### config.mk
export PLATFORM = sky130hd
export DESIGN_NAME = pid_controller_dual_mode_core
export DESIGN_NICKNAME = d
export VERILOG_FILES = /design/src/rtl/pidc_pkg.sv /design/src/rtl/pid_controller_dual_mode_core.sv /design/src/rtl/pidc_cfg.sv /design/src/rtl/pidc_err.sv /design/src/rtl/pidc_mul.sv /design/src/rtl/pidc_out.sv
export SDC_FILE = /design/constraint.sdc
export NUM_CORES = 2
export LEC_CHECK = 0
export ABC_AREA = 1
export BUFFER_PORTS_ARGS = -buffer_cell sky130_fd_sc_hd__clkbuf_2
export CORE_MARGIN = 2
export CORE_UTILIZATION = 60
export DETAILED_ROUTE_END_ITERATION = 10
export PLACE_DENSITY = 0.81
export RECOVER_POWER = 100
export SYNTH_ARGS = -nofsm -noshare
export SYNTH_HDL_FRONTEND = slang
export SYNTH_HIERARCHICAL = 1
export SYNTH_SLANG_ARGS = --single-unit
### constraint.sdc
create_clock -name clk_i -period 9.2 [get_ports clk_i]
set_clock_uncertainty 0.15 [all_clocks]
set_input_delay 0 -clock clk_i [delete_from_list [all_inputs] [get_ports clk_i]]
set_output_delay 0 -clock clk_i [all_outputs]
set_load 0.1 [all_outputs]
### src/rtl/pidc_pkg.sv
`timescale 1ns / 1ps
package pidc_pkg;

  // Fraction bits of the Q-format gains.
  localparam int GAIN_FRAC_BITS = 8;

  localparam int MEAS_W    = 16;
  localparam int GAIN_W    = 16;
  localparam int DRIVE_W   = 16;
  localparam int ERR_W     = MEAS_W + 1;
  localparam int SUM_W     = 32;
  localparam int OPP_W     = ERR_W + 1;
  localparam int OPD_W     = ERR_W + 2;
  localparam int PRODP_W   = GAIN_W + OPP_W;
  localparam int PRODI_W   = GAIN_W + SUM_W;
  localparam int PRODD_W   = GAIN_W + OPD_W;
  localparam int ACC_W     = PRODI_W + 2;
  localparam int CFG_W     = 32;
  localparam int CFG_IDX_W = 3;
  localparam int CTRL_W    = 3;

  // Bit positions in the control register.
  localparam int CTRL_OUT_CLAMP = 0;
  localparam int CTRL_INT_CLAMP = 1;
  localparam int CTRL_INCR      = 2;

  localparam logic [CFG_W-1:0] OUT_BOUNDS_RST = 32'h7FFF_8000;
  localparam logic [SUM_W-1:0] INT_UPPER_RST  = 32'h7FFF_FFFF;
  localparam logic [SUM_W-1:0] INT_FLOOR_RST  = 32'h8000_0000;

  typedef enum logic [CFG_IDX_W-1:0] {
    REG_CONTROL    = 3'd0,
    REG_GAIN_P     = 3'd1,
    REG_GAIN_I     = 3'd2,
    REG_GAIN_D     = 3'd3,
    REG_SETPOINT   = 3'd4,
    REG_OUT_BOUNDS = 3'd5,
    REG_INT_UPPER  = 3'd6,
    REG_INT_FLOOR  = 3'd7
  } cfg_reg_e;

  typedef struct packed {
    logic                incr_mode;
    logic                int_clamp_en;
    logic                out_clamp_en;
    logic [GAIN_W-1:0]   gain_p;
    logic [GAIN_W-1:0]   gain_i;
    logic [GAIN_W-1:0]   gain_d;
    logic [MEAS_W-1:0]   setpoint;
    logic [DRIVE_W-1:0]  out_upper;
    logic [DRIVE_W-1:0]  out_floor;
    logic [SUM_W-1:0]    int_upper;
    logic [SUM_W-1:0]    int_floor;
  } cfg_t;

endpackage

### src/rtl/pid_controller_dual_mode_core.sv
`timescale 1ns / 1ps
// PID controller with positional and incremental modes.
//
// Input stream (s_t*): one signed 16-bit measurement per item in s_tdata_i.
// Output stream (m_t*): one result per item; m_tdata_o carries the signed
// drive value (or the increment in incremental mode), m_tuser_o is set when
// saturation or the output limits changed that value.
// Configuration: a write with cfg_we_i high stores cfg_data_i into register
// cfg_idx_i and clears the error history and the integral. Write only while
// no item is in flight.
//
// Throughput is one item per clock while the receiver does not stall. The path is
// four register stages: input, error/operand, product and output. An accepted item
// passes through these registers in that order before it appears on m_tvalid_o.
// Reset loads the register defaults, clears the history and empties the
// pipeline. When the receiver stalls, each stage holds its item and bubbles
// are squeezed out; s_tready_o falls only once all four stages are full.
module pid_controller_dual_mode_core
  import pidc_pkg::*;
(
  input  logic                 clk_i,
  input  logic                 rst_ni,
  input  logic                 s_tvalid_i,
  output logic                 s_tready_o,
  input  logic [MEAS_W-1:0]    s_tdata_i,   // [15:0] measurement
  output logic                 m_tvalid_o,
  input  logic                 m_tready_i,
  output logic [DRIVE_W-1:0]   m_tdata_o,   // [15:0] drive
  output logic                 m_tuser_o,   // [0] clamped
  input  logic                 cfg_we_i,
  input  logic [CFG_IDX_W-1:0] cfg_idx_i,
  input  logic [CFG_W-1:0]     cfg_data_i
);

  cfg_t               cfg;
  logic               clear;
  logic               op_valid;
  logic               op_ready;
  logic [OPP_W-1:0]   op_p;
  logic [SUM_W-1:0]   op_i;
  logic [OPD_W-1:0]   op_d;
  logic               prod_valid;
  logic               prod_ready;
  logic [PRODP_W-1:0] prod_p;
  logic [PRODI_W-1:0] prod_i;
  logic [PRODD_W-1:0] prod_d;

  pidc_cfg u_cfg (
    .clk_i      (clk_i),
    .rst_ni     (rst_ni),
    .cfg_we_i   (cfg_we_i),
    .cfg_idx_i  (cfg_idx_i),
    .cfg_data_i (cfg_data_i),
    .cfg_o      (cfg),
    .clear_o    (clear)
  );

  pidc_err u_err (
    .clk_i      (clk_i),
    .rst_ni     (rst_ni),
    .cfg_i      (cfg),
    .clear_i    (clear),
    .in_valid_i (s_tvalid_i),
    .in_data_i  (s_tdata_i),
    .in_ready_o (s_tready_o),
    .op_valid_o (op_valid),
    .op_ready_i (op_ready),
    .op_p_o     (op_p),
    .op_i_o     (op_i),
    .op_d_o     (op_d)
  );

  pidc_mul u_mul (
    .clk_i        (clk_i),
    .rst_ni       (rst_ni),
    .cfg_i        (cfg),
    .op_valid_i   (op_valid),
    .op_ready_o   (op_ready),
    .op_p_i       (op_p),
    .op_i_i       (op_i),
    .op_d_i       (op_d),
    .prod_valid_o (prod_valid),
    .prod_ready_i (prod_ready),
    .prod_p_o     (prod_p),
    .prod_i_o     (prod_i),
    .prod_d_o     (prod_d)
  );

  pidc_out u_out (
    .clk_i        (clk_i),
    .rst_ni       (rst_ni),
    .cfg_i        (cfg),
    .prod_valid_i (prod_valid),
    .prod_ready_o (prod_ready),
    .prod_p_i     (prod_p),
    .prod_i_i     (prod_i),
    .prod_d_i     (prod_d),
    .out_valid_o  (m_tvalid_o),
    .out_ready_i  (m_tready_i),
    .drive_o      (m_tdata_o),
    .clamped_o    (m_tuser_o)
  );

  a_stall_only_when_full: assert property (@(posedge clk_i) disable iff (!rst_ni)
    !s_tready_o |-> (m_tvalid_o && !m_tready_i && prod_valid && op_valid))
    else $error("input stalled while the pipeline has room");

endmodule

### src/rtl/pidc_cfg.sv
`timescale 1ns / 1ps
module pidc_cfg
  import pidc_pkg::*;
(
  input  logic                 clk_i,
  input  logic                 rst_ni,
  input  logic                 cfg_we_i,
  input  logic [CFG_IDX_W-1:0] cfg_idx_i,
  input  logic [CFG_W-1:0]     cfg_data_i,
  output cfg_t                 cfg_o,
  output logic                 clear_o
);

  logic [CTRL_W-1:0]  ctrl_q;
  logic [GAIN_W-1:0]  gain_p_q;
  logic [GAIN_W-1:0]  gain_i_q;
  logic [GAIN_W-1:0]  gain_d_q;
  logic [MEAS_W-1:0]  setpoint_q;
  logic [CFG_W-1:0]   out_bounds_q;
  logic [SUM_W-1:0]   int_upper_q;
  logic [SUM_W-1:0]   int_floor_q;

  always_ff @(posedge clk_i or negedge rst_ni) begin
    if (!rst_ni) begin
      ctrl_q       <= '0;
      gain_p_q     <= '0;
      gain_i_q     <= '0;
      gain_d_q     <= '0;
      setpoint_q   <= '0;
      out_bounds_q <= OUT_BOUNDS_RST;
      int_upper_q  <= INT_UPPER_RST;
      int_floor_q  <= INT_FLOOR_RST;
    end else if (cfg_we_i) begin
      case (cfg_reg_e'(cfg_idx_i))
        REG_CONTROL:    ctrl_q       <= cfg_data_i[CTRL_W-1:0];
        REG_GAIN_P:     gain_p_q     <= cfg_data_i[GAIN_W-1:0];
        REG_GAIN_I:     gain_i_q     <= cfg_data_i[GAIN_W-1:0];
        REG_GAIN_D:     gain_d_q     <= cfg_data_i[GAIN_W-1:0];
        REG_SETPOINT:   setpoint_q   <= cfg_data_i[MEAS_W-1:0];
        REG_OUT_BOUNDS: out_bounds_q <= cfg_data_i;
        REG_INT_UPPER:  int_upper_q  <= cfg_data_i[SUM_W-1:0];
        REG_INT_FLOOR:  int_floor_q  <= cfg_data_i[SUM_W-1:0];
        default: ;
      endcase
    end
  end

  // Every register index is defined, so any write restarts the history.
  assign clear_o = cfg_we_i;

  always_comb begin
    cfg_o.incr_mode    = ctrl_q[CTRL_INCR];
    cfg_o.int_clamp_en = ctrl_q[CTRL_INT_CLAMP];
    cfg_o.out_clamp_en = ctrl_q[CTRL_OUT_CLAMP];
    cfg_o.gain_p       = gain_p_q;
    cfg_o.gain_i       = gain_i_q;
    cfg_o.gain_d       = gain_d_q;
    cfg_o.setpoint     = setpoint_q;
    cfg_o.out_upper    = out_bounds_q[CFG_W-1:CFG_W-DRIVE_W];
    cfg_o.out_floor    = out_bounds_q[DRIVE_W-1:0];
    cfg_o.int_upper    = int_upper_q;
    cfg_o.int_floor    = int_floor_q;
  end

endmodule

### src/rtl/pidc_err.sv
`timescale 1ns / 1ps
module pidc_err
  import pidc_pkg::*;
(
  input  logic              clk_i,
  input  logic              rst_ni,
  input  cfg_t              cfg_i,
  input  logic              clear_i,
  input  logic              in_valid_i,
  input  logic [MEAS_W-1:0] in_data_i,
  output logic              in_ready_o,
  output logic              op_valid_o,
  input  logic              op_ready_i,
  output logic [OPP_W-1:0]  op_p_o,
  output logic [SUM_W-1:0]  op_i_o,
  output logic [OPD_W-1:0]  op_d_o
);

  localparam int SUMX_W = SUM_W + 1;
  localparam logic [SUM_W-1:0] SUM_MAX = {1'b0, {(SUM_W-1){1'b1}}};
  localparam logic [SUM_W-1:0] SUM_MIN = {1'b1, {(SUM_W-1){1'b0}}};

  logic              in_v_q;
  logic [MEAS_W-1:0] meas_q;
  logic              op_v_q;
  logic [OPP_W-1:0]  op_p_q;
  logic [SUM_W-1:0]  op_i_q;
  logic [OPD_W-1:0]  op_d_q;

  // The oldest error is consumed in the same step that would shift it out,
  // so only the two newest errors are kept.
  logic signed [ERR_W-1:0] err_now_q;
  logic signed [ERR_W-1:0] err_prev_q;
  logic signed [SUM_W-1:0] err_sum_q;

  logic                     op_load;
  logic                     step;
  logic signed [MEAS_W-1:0] sp;
  logic signed [MEAS_W-1:0] meas;
  logic signed [ERR_W-1:0]  err;
  logic signed [OPP_W-1:0]  diff1;
  logic signed [OPD_W-1:0]  diff2;
  logic signed [SUMX_W-1:0] sum_wide;
  logic signed [SUM_W-1:0]  sum_sat;
  logic signed [SUM_W-1:0]  sum_d;
  logic signed [SUM_W-1:0]  int_hi;
  logic signed [SUM_W-1:0]  int_lo;
  logic [OPP_W-1:0]         op_p_d;
  logic [SUM_W-1:0]         op_i_d;
  logic [OPD_W-1:0]         op_d_d;

  assign op_load    = !op_v_q || op_ready_i;
  assign in_ready_o = !in_v_q || op_load;
  assign step       = in_v_q && op_load;

  assign sp     = cfg_i.setpoint;
  assign meas   = meas_q;
  assign int_hi = cfg_i.int_upper;
  assign int_lo = cfg_i.int_floor;

  always_comb begin
    err      = ERR_W'(sp) - ERR_W'(meas);
    diff1    = OPP_W'(err) - OPP_W'(err_now_q);
    diff2    = OPD_W'(err) - (OPD_W'(err_now_q) <<< 1) + OPD_W'(err_prev_q);
    sum_wide = SUMX_W'(err_sum_q) + SUMX_W'(err);
    // Saturate the running sum to 32 bits before the optional bounds.
    if (sum_wide[SUMX_W-1] != sum_wide[SUM_W-1]) begin
      sum_sat = sum_wide[SUMX_W-1] ? SUM_MIN : SUM_MAX;
    end else begin
      sum_sat = sum_wide[SUM_W-1:0];
    end
    sum_d = sum_sat;
    if (cfg_i.int_clamp_en) begin
      if (sum_sat > int_hi) begin
        sum_d = int_hi;
      end
      if (sum_d < int_lo) begin
        sum_d = int_lo;
      end
    end
    if (cfg_i.incr_mode) begin
      op_p_d = diff1;
      op_i_d = SUM_W'(err);
      op_d_d = diff2;
    end else begin
      op_p_d = OPP_W'(err);
      op_i_d = sum_d;
      op_d_d = OPD_W'(diff1);
    end
  end

  always_ff @(posedge clk_i or negedge rst_ni) begin
    if (!rst_ni) begin
      in_v_q     <= 1'b0;
      op_v_q     <= 1'b0;
      err_now_q  <= '0;
      err_prev_q <= '0;
      err_sum_q  <= '0;
    end else begin
      if (in_ready_o) begin
        in_v_q <= in_valid_i;
      end
      if (op_load) begin
        op_v_q <= in_v_q;
      end
      if (clear_i) begin
        err_now_q  <= '0;
        err_prev_q <= '0;
        err_sum_q  <= '0;
      end else if (step) begin
        err_now_q  <= err;
        err_prev_q <= err_now_q;
        if (!cfg_i.incr_mode) begin
          err_sum_q <= sum_d;
        end
      end
    end
  end

  always_ff @(posedge clk_i) begin
    if (in_ready_o && in_valid_i) begin
      meas_q <= in_data_i;
    end
    if (step) begin
      op_p_q <= op_p_d;
      op_i_q <= op_i_d;
      op_d_q <= op_d_d;
    end
  end

  assign op_valid_o = op_v_q;
  assign op_p_o     = op_p_q;
  assign op_i_o     = op_i_q;
  assign op_d_o     = op_d_q;

  a_incr_keeps_sum: assert property (@(posedge clk_i) disable iff (!rst_ni)
    (step && cfg_i.incr_mode && !clear_i) |=> $stable(err_sum_q))
    else $error("integral changed in incremental mode");

  a_sum_in_bounds: assert property (@(posedge clk_i) disable iff (!rst_ni)
    (step && !cfg_i.incr_mode && cfg_i.int_clamp_en && !clear_i && int_lo <= int_hi)
    |=> (err_sum_q <= int_hi && err_sum_q >= int_lo))
    else $error("integral outside its configured bounds");

endmodule

### src/rtl/pidc_mul.sv
`timescale 1ns / 1ps
module pidc_mul
  import pidc_pkg::*;
(
  input  logic               clk_i,
  input  logic               rst_ni,
  input  cfg_t               cfg_i,
  input  logic               op_valid_i,
  output logic               op_ready_o,
  input  logic [OPP_W-1:0]   op_p_i,
  input  logic [SUM_W-1:0]   op_i_i,
  input  logic [OPD_W-1:0]   op_d_i,
  output logic               prod_valid_o,
  input  logic               prod_ready_i,
  output logic [PRODP_W-1:0] prod_p_o,
  output logic [PRODI_W-1:0] prod_i_o,
  output logic [PRODD_W-1:0] prod_d_o
);

  logic                      v_q;
  logic signed [PRODP_W-1:0] prod_p_q;
  logic signed [PRODI_W-1:0] prod_i_q;
  logic signed [PRODD_W-1:0] prod_d_q;

  logic                      load;
  logic signed [GAIN_W-1:0]  kp;
  logic signed [GAIN_W-1:0]  ki;
  logic signed [GAIN_W-1:0]  kd;
  logic signed [OPP_W-1:0]   opp;
  logic signed [SUM_W-1:0]   opi;
  logic signed [OPD_W-1:0]   opd;
  logic signed [PRODP_W-1:0] prod_p_d;
  logic signed [PRODI_W-1:0] prod_i_d;
  logic signed [PRODD_W-1:0] prod_d_d;

  assign load       = !v_q || prod_ready_i;
  assign op_ready_o = load;

  assign kp  = cfg_i.gain_p;
  assign ki  = cfg_i.gain_i;
  assign kd  = cfg_i.gain_d;
  assign opp = op_p_i;
  assign opi = op_i_i;
  assign opd = op_d_i;

  assign prod_p_d = PRODP_W'(kp) * PRODP_W'(opp);
  assign prod_i_d = PRODI_W'(ki) * PRODI_W'(opi);
  assign prod_d_d = PRODD_W'(kd) * PRODD_W'(opd);

  always_ff @(posedge clk_i or negedge rst_ni) begin
    if (!rst_ni) begin
      v_q <= 1'b0;
    end else if (load) begin
      v_q <= op_valid_i;
    end
  end

  always_ff @(posedge clk_i) begin
    if (load && op_valid_i) begin
      prod_p_q <= prod_p_d;
      prod_i_q <= prod_i_d;
      prod_d_q <= prod_d_d;
    end
  end

  assign prod_valid_o = v_q;
  assign prod_p_o     = prod_p_q;
  assign prod_i_o     = prod_i_q;
  assign prod_d_o     = prod_d_q;

endmodule

### src/rtl/pidc_out.sv
`timescale 1ns / 1ps
module pidc_out
  import pidc_pkg::*;
(
  input  logic               clk_i,
  input  logic               rst_ni,
  input  cfg_t               cfg_i,
  input  logic               prod_valid_i,
  output logic               prod_ready_o,
  input  logic [PRODP_W-1:0] prod_p_i,
  input  logic [PRODI_W-1:0] prod_i_i,
  input  logic [PRODD_W-1:0] prod_d_i,
  output logic               out_valid_o,
  input  logic               out_ready_i,
  output logic [DRIVE_W-1:0] drive_o,
  output logic               clamped_o
);

  localparam int Y_W = ACC_W - GAIN_FRAC_BITS;
  localparam logic signed [DRIVE_W-1:0] DRIVE_MAX = {1'b0, {(DRIVE_W-1){1'b1}}};
  localparam logic signed [DRIVE_W-1:0] DRIVE_MIN = {1'b1, {(DRIVE_W-1){1'b0}}};

  logic               v_q;
  logic [DRIVE_W-1:0] drive_q;
  logic               clamped_q;

  logic                      load;
  logic signed [PRODP_W-1:0] pp;
  logic signed [PRODI_W-1:0] pi;
  logic signed [PRODD_W-1:0] pd;
  logic signed [ACC_W-1:0]   acc;
  logic signed [Y_W-1:0]     y;
  logic signed [DRIVE_W-1:0] y_sat;
  logic signed [DRIVE_W-1:0] drive_d;
  logic signed [DRIVE_W-1:0] out_hi;
  logic signed [DRIVE_W-1:0] out_lo;
  logic                      clamped_d;

  assign load         = !v_q || out_ready_i;
  assign prod_ready_o = load;

  assign pp     = prod_p_i;
  assign pi     = prod_i_i;
  assign pd     = prod_d_i;
  assign out_hi = cfg_i.out_upper;
  assign out_lo = cfg_i.out_floor;

  always_comb begin
    acc = ACC_W'(pp) + ACC_W'(pi) + ACC_W'(pd);
    // Dropping the fraction bits of a two's complement value floors it.
    y         = acc[ACC_W-1:GAIN_FRAC_BITS];
    clamped_d = 1'b0;
    if (y > Y_W'(DRIVE_MAX)) begin
      y_sat     = DRIVE_MAX;
      clamped_d = 1'b1;
    end else if (y < Y_W'(DRIVE_MIN)) begin
      y_sat     = DRIVE_MIN;
      clamped_d = 1'b1;
    end else begin
      y_sat = y[DRIVE_W-1:0];
    end
    drive_d = y_sat;
    if (cfg_i.out_clamp_en) begin
      // The floor is applied last, so it wins over a crossed upper limit.
      if (y_sat > out_hi) begin
        drive_d = out_hi;
      end
      if (drive_d < out_lo) begin
        drive_d = out_lo;
      end
      if (drive_d != y_sat) begin
        clamped_d = 1'b1;
      end
    end
  end

  always_ff @(posedge clk_i or negedge rst_ni) begin
    if (!rst_ni) begin
      v_q <= 1'b0;
    end else if (load) begin
      v_q <= prod_valid_i;
    end
  end

  always_ff @(posedge clk_i) begin
    if (load && prod_valid_i) begin
      drive_q   <= drive_d;
      clamped_q <= clamped_d;
    end
  end

  assign out_valid_o = v_q;
  assign drive_o     = drive_q;
  assign clamped_o   = clamped_q;

  a_floor_holds: assert property (@(posedge clk_i) disable iff (!rst_ni)
    (load && prod_valid_i && cfg_i.out_clamp_en)
    |=> ($signed(drive_q) >= $signed($past(cfg_i.out_floor))))
    else $error("drive below the configured output floor");

  a_unclamped_passes: assert property (@(posedge clk_i) disable iff (!rst_ni)
    (load && prod_valid_i && !clamped_d) |-> (drive_d == y_sat))
    else $error("drive changed without the clamped flag");

endmodule

Word level (Yosys, flattened, before mapping) --
Cells that the tools add are included.
Operators by class: $add $sub $neg 7, $mul 3, order comparisons 6, eq/ne operators 10, muxes and demuxes 27, reduce and logical (&&, ||, !) cells 23
Operators with widths (number):
- $mux W32 | 10
- $mux W16 | 7
- $mux W17 | 4
- $add A49 B35 Y50 | 1
- $add A34 B48 Y49 | 1
- $mul A16 B32 Y48 | 1
- $gt A42 B16 Y1 const B | 1
- $lt A42 B16 Y1 const B | 1
- $mul A16 B19 Y35 | 1
- $mul A16 B18 Y34 | 1
- $add A32 B17 Y33 | 1
- $gt A32 B32 Y1 | 1
- $lt A32 B32 Y1 | 1
- $add A19 B17 Y19 | 1
- $mux W19 | 1
- $sub A17 B18 Y19 | 1
- $mux W18 | 1
- $reduce_and A2 Y1 | 9
- $sub A17 B17 Y18 | 1
- $sub A16 B16 Y17 | 1
- $gt A16 B16 Y1 | 1
- $lt A16 B16 Y1 | 1
- $ne A16 B16 Y1 | 1
- $eq A3 B3 Y1 const B | 4
- 10 further kinds | 23
Storage, ports and cells: bits in registers 452, input port bits 56, output and inout port bits 19, logic and storage cells 100

Depth between registers and ports, before layout --
depth after elaboration 14, mapped depth 74, gate-level depth less buffers 71

Cells and area by module --
The synthesis kept the hierarchy.
By module, submodules not included:
- pidc_mul | times used 1, cells an instance 6020, area an instance 46981.3 um^2
- pidc_err | times used 1, cells an instance 1813, area an instance 13241.4 um^2
- pidc_out | times used 1, cells an instance 1397, area an instance 7795.0 um^2
- pidc_cfg | times used 1, cells an instance 716, area an instance 6347.3 um^2

Least setup slack after synthesis --
OpenSTA, ideal clock, no wires.
kind reg2reg, start point reg u_cfg.setpoint_q[0], end point reg u_err.op_i_q[16] (netlist: u_err/op_i_o[16]), data pin, arrival time 8.793 ns, slack -0.001 ns, stages on the path, launching flop included 64, cell sequence dfrtp_1 -> inv_1 -> ha_1 -> fa_1 -> o221ai_1 -> nand4_1 -> o211ai_1 -> nand2_1 -> nand2_1 -> a21o_1 -> a21oi_1 -> o21bai_1 -> nand2_1 -> inv_1 -> o21ai_0 -> nand2_1 -> nand2_1 -> a22oi_1 -> [... 28 more ...] -> clkbuf_1 -> inv_1 -> clkbuf_1 -> o21ai_0 -> ha_1 -> nand2_1 -> nor2_1 -> a211oi_1 -> o221ai_1 -> a21oi_1 -> nand2_4 -> nand2_4 -> nand2_2 -> buf_6 -> nand2_1 -> nand3_1 -> nand3_1 -> nand2_1
Between the ends: longest elaborated chain between the ends 11, elaborated cells between the ends (all ways) 12, those cells by class 2 x add/sub; 2 x order compare; 1 x eq/ne; 7 x mux
RTL lines:
- start, declared | RTL line pidc_cfg.sv:18 | logic [MEAS_W-1:0] setpoint_q;
- start signal, assigned | RTL line pidc_cfg.sv:39 | REG_SETPOINT: setpoint_q <= cfg_data_i[MEAS_W-1:0];
- $sub A16 B16 Y17 (*) | RTL line pidc_err.sv:62 | err = ERR_W'(sp) - ERR_W'(meas);
- $add A32 B17 Y33 | RTL line pidc_err.sv:65 | sum_wide = SUMX_W'(err_sum_q) + SUMX_W'(err);
- $mux W32 or $ne A1 B1 Y1 (tied branches) | RTL line pidc_err.sv:68, pidc_err.sv:67
- $mux W32 | RTL line pidc_err.sv:67 | if (sum_wide[SUMX_W-1] != sum_wide[SUM_W-1]) begin
- $gt A32 B32 Y1 | RTL line pidc_err.sv:74 | if (sum_sat > int_hi) begin
- $mux W32 | RTL line pidc_err.sv:74
- $mux W32 | RTL line pidc_err.sv:73 | if (cfg_i.int_clamp_en) begin
- $lt A32 B32 Y1 | RTL line pidc_err.sv:77 | if (sum_d < int_lo) begin
- $mux W32 | RTL line pidc_err.sv:77
- $mux W32 | RTL line pidc_err.sv:73
- $mux W32 (*) | RTL line pidc_err.sv:81 | if (cfg_i.incr_mode) begin
- named net u_err.op_i_d[16] | RTL line pidc_err.sv:49 | logic [SUM_W-1:0] op_i_d;
- end signal, assigned | RTL line pidc_err.sv:126 | op_i_q <= op_i_d;
- end, declared | RTL line pidc_err.sv:27 | logic [SUM_W-1:0] op_i_q;
Mark *: on every way through the listed nets, which the timed path passes. The rest lies on a longest branch. The select of a mux whose other input is x is not followed. A chain may end at the register's enable or synchronous reset.

Final worst setup path --
start point reg u_err.meas_q[0] (netlist: u_err/meas[0]), end point reg u_err.op_i_q[17] (netlist: u_err/op_i_o[17]), data pin
Between the ends: longest elaborated chain between the ends 11, elaborated cells between the ends (all ways) 12, those cells by class 2 x add/sub; 2 x order compare; 1 x eq/ne; 7 x mux
RTL lines:
- start, declared | RTL line pidc_err.sv:24 | logic [MEAS_W-1:0] meas_q;
- start signal, assigned | RTL line pidc_err.sv:122 | meas_q <= in_data_i;
- $sub A16 B16 Y17 (*) | RTL line pidc_err.sv:62
- $add A32 B17 Y33 | RTL line pidc_err.sv:65
- $mux W32 or $ne A1 B1 Y1 (tied branches) | RTL line pidc_err.sv:68, pidc_err.sv:67
- $mux W32 | RTL line pidc_err.sv:67
- $gt A32 B32 Y1 | RTL line pidc_err.sv:74
- $mux W32 | RTL line pidc_err.sv:74
- $mux W32 | RTL line pidc_err.sv:73
- $lt A32 B32 Y1 | RTL line pidc_err.sv:77
- $mux W32 | RTL line pidc_err.sv:77
- $mux W32 | RTL line pidc_err.sv:73
- $mux W32 (*) | RTL line pidc_err.sv:81
- named net u_err.op_i_d[17] | RTL line pidc_err.sv:49
Marks and branches as above.

==> summary.txt <==
Routing
  • Detailed-route wire length: 243,000 µm
  • Met3 wire len: 25,900 µm
  • Met1 Wirelength: 97,300 µm
  • Wire per inst: 20.6 µm
  • Post-DRT Antenna Nets: 0
  • Residual DRC: 0
  • Max layer used: met5
  • Routed via count: 65,400
  • Via density per instance: 5.53
  • WL met2: 108,000 µm
  • DR iter-0 viols: 6,439
  • First-pass DRT Iterations: 7

Clock network
  • Clock latency on the worst-skew pair: 0.67 ns
  • Largest buffer count on any clock path: 3
  • Clock slew at reported path FFs: 0.06 ns
  • Number of CTS-inserted buffers: 52
  • Root Buffer: clkbuf_16
  • TritonCTS clock tree: yes
  • Sink Count: 452
  • Htree depth: 2

Critical path
  • Largest fanout on the critical path: 8
  • CP Launch Type: flop
  • Critical Path Sink Type: flop
  • Setup CP Type: flop to flop
  • Worst path slowest cell: edfxtp_1
  • CP most frequent cell: nand2_1
  • Worst r2r src: u_err/meas[0]
  • Worst Path Required: 9.43 ns
  • Reg-to-reg endpoint: u_err/op_i_o[17]
  • R2R setup slack: -0.51 ns
  • Data arrival, critical path: 9.94 ns
  • Reg2Reg Depth: 63
  • CP max stage delay: 0.43 ns

Logic synthesis
  • Synthesized area: 74,400 µm²
  • Post-Syn Nets: 11,700
  • Synth Instances: 9,946
  • Area contributors post-synth: fa_1, nand2_1, inv_1
  • Register area share after synthesis: 0.168
  • Post-synthesis compound-gate area fraction: 0.0418
  • Post-Synth Adder-Cell Area: 0.395
  • Multiplexer share of the synthesized area: 0
  • Count of cell types in the netlist: 57
  • Syn avg cell area: 7.48 µm²
  • Synth Flop Type: edfxtp_1
  • #FFs+latches synth: 452
  • Post-synth EDFFs: 219
  • Synth Area in XOR/XNOR: 0.0149
  • Simple-gate area share of the yosys netlist: 0.235
  • Main combinational cell family by area after synthesis: adder cells
  • Post-synthesis async set-or-reset flop share: 0.515
  • Largest area contributor in the netlist: fa_1
  • Synth top area share: 0.309
  • Synth Warn #: 6

STA
  • Fin. max-slew vios: 243
  • Tcrit/Tclk final: 1.05
  • Endpoints failing hold: 0
  • RSZ-0062 raised after global routing: true
  • Fmax: 0.103 GHz
  • Worst slew pin tran: 4.69 ns
  • Fin worst setup slack: -0.505 ns
  • Slew HR: -2.13
  • Final setup viols: 64
  • Min Tclk post-route: 9.71 ns

Place
  • GPL Wtd Cong: 0.999
  • DP Wirelength: 189,000 µm
  • Buffers on Ports: 74

Cells and area
  • P&R area growth vs syn: 9.90%
  • Commonest non-fill, non-tap cell in the layout: nand2_1
  • Final nets: 11,900
  • Most frequent cells in the layout: nand2_1, inv_1, fa_1, ha_1, nand3_1
  • Proportion of layout cells with a drive suffix above 1: 0.0847
  • Core Util, Final: 0.663

Floorplanning
  • Core ar.: 123,000 µm²
  • FP Rows: 129
  • Total I/O pin count: 75
  • Die area: 127,000 µm²
  • Die height: 356 µm
  • Initial Utilization: 0.603
  • Die Wd: 356 µm

Run status
  • Status: complete, but fails checks
  • Failing checks: max-capacitance violations, max-slew violations, negative setup slack

Global routing
  • Global-route wire length before repair: 374,000 µm
  • Initial antenna violation count: 11
  • Total Routing Usage GR: 0.384
  • Grt total ovfl: 0
  • Vias in the first global route: 66,600
  • Pin count of the biggest net entering global routing: 75

Hold path
  • Hold depth: 5
  • HP Class: input pin to flop
  • Hold EP: u_out/out_valid_o
  • Worst Min Path Start: m_tready_i

Run
  • Max_cap viols: 6
sequential cells by signal, summed over array words and instances (netlist names), 19 cells and up:
register            count
u_mul/prod_p_o         34
u_err/err_sum_q        32
u_mul/prod_i_o         48
u_err/op_d_o           19
u_cfg/int_upper_q      32
u_err/op_i_o           32
u_cfg/out_bounds_q     32
u_cfg/int_floor_q      32
u_mul/prod_d_o         35
routing by layer:
metal	GRT usage	up-vias
met1	0.525	31600
met3	0.0868	681
met5	0	-
met2	0.591	3509
met4	0.167	12
li1	-	29600
synth_stat cells, types with 13 or more instances:
master,n
nand2_1,3228
inv_1,2492
fa_1,1147
ha_1,515
nand3_1,410
nor2_1,373
clkbuf_1,263
a21oi_1,257
edfxtp_1,219
dfrtp_1,185
o21ai_0,183
xor2_1,95
nand4_1,63
dfstp_2,48
nand2_2,48
buf_2,45
or2_2,36
o21bai_1,35
xnor2_1,30
nor2_2,29
nor3_1,28
nand3b_1,20
inv_2,18
nand3_2,17
o22ai_1,17
a21o_1,13
buf_1,13
worst max path at each step:
stage	startpoint	end	cells past startpoint
global placement	u_cfg/setpoint_q[0]	u_err/op_i_o[16]	64
detailed placement	u_cfg/setpoint_q[0]	u_err/op_i_o[26]	64
floorplan	u_cfg/setpoint_q[0]	u_err/op_i_o[16]	63
CTS	u_cfg/setpoint_q[0]	u_err/op_i_o[26]	66
finish	u_err/meas[0]	u_err/op_i_o[17]	63
global route	u_err/meas[0]	u_err/op_i_o[17]	63
area by class of cell:
class                           count  area [µm²]
Inverter                         2514        9440
Timing Repair inverter              1        7.51
Tap cell                         1637        2050
Clock buffer                       70        1440
Antenna cell                        4        10.0
Timing Repair Buffer              476        3890
Clock inverter                     28         287
Multi-Input combinational cell   6646       52100
Fill cell                       10500       41600
Sequential cell                   452       12500
metrics by stage:
step                      instance area, µm²  cells  hold slack (ns)  TNS, ns  setup slack [ns]
after floorplan                        74400   9946           -0.446        0            0.0954
after global placement                 77600  11600           0.0235   -17.21            -0.421
after detailed placement               77600  11600           0.0288   -38.75            -0.791
after CTS                              80600  11800           0.0548        0           0.00474
after global routing                   81700  11800           0.0950   -58.06             -1.02
final                                  81700  11800            0.106   -25.74            -0.505
cell families after synthesis:
kind of cell | count (synthesis)
XOR/XNOR | 126
buffers and inverters | 2848
adder cells (fa/ha/maj) | 1662
AO/OA/AOI/OAI | 567
AND/OR/NAND/NOR | 4291
flip-flops | 452
worst max-delay path: cells and delay by family, from the launching register on:
kind	cells	cell delay (ns)
DFF	1	0.43
and+or+nand+nor	33	3.80
AOI/OAI and AO/OA	11	1.53
buffers and inverters	12	1.44
xor gates and xnor gates	1	0.20
adders and majority gates	6	1.85
timing repair:
item / in CTS / in global routing
cloned: 3 / 7
endpoints found under the setup margin: 64 / 65
hold buffers: 80 / 0
setup buffers: 24 / 19
resized for setup: 52 / 221
hold endpoints to repair: 363 / 0
pin swaps: 12 / 112
Power is not shown: default switching activity piles up to over one toggle a cycle in this logic, so the estimate is an artifact.
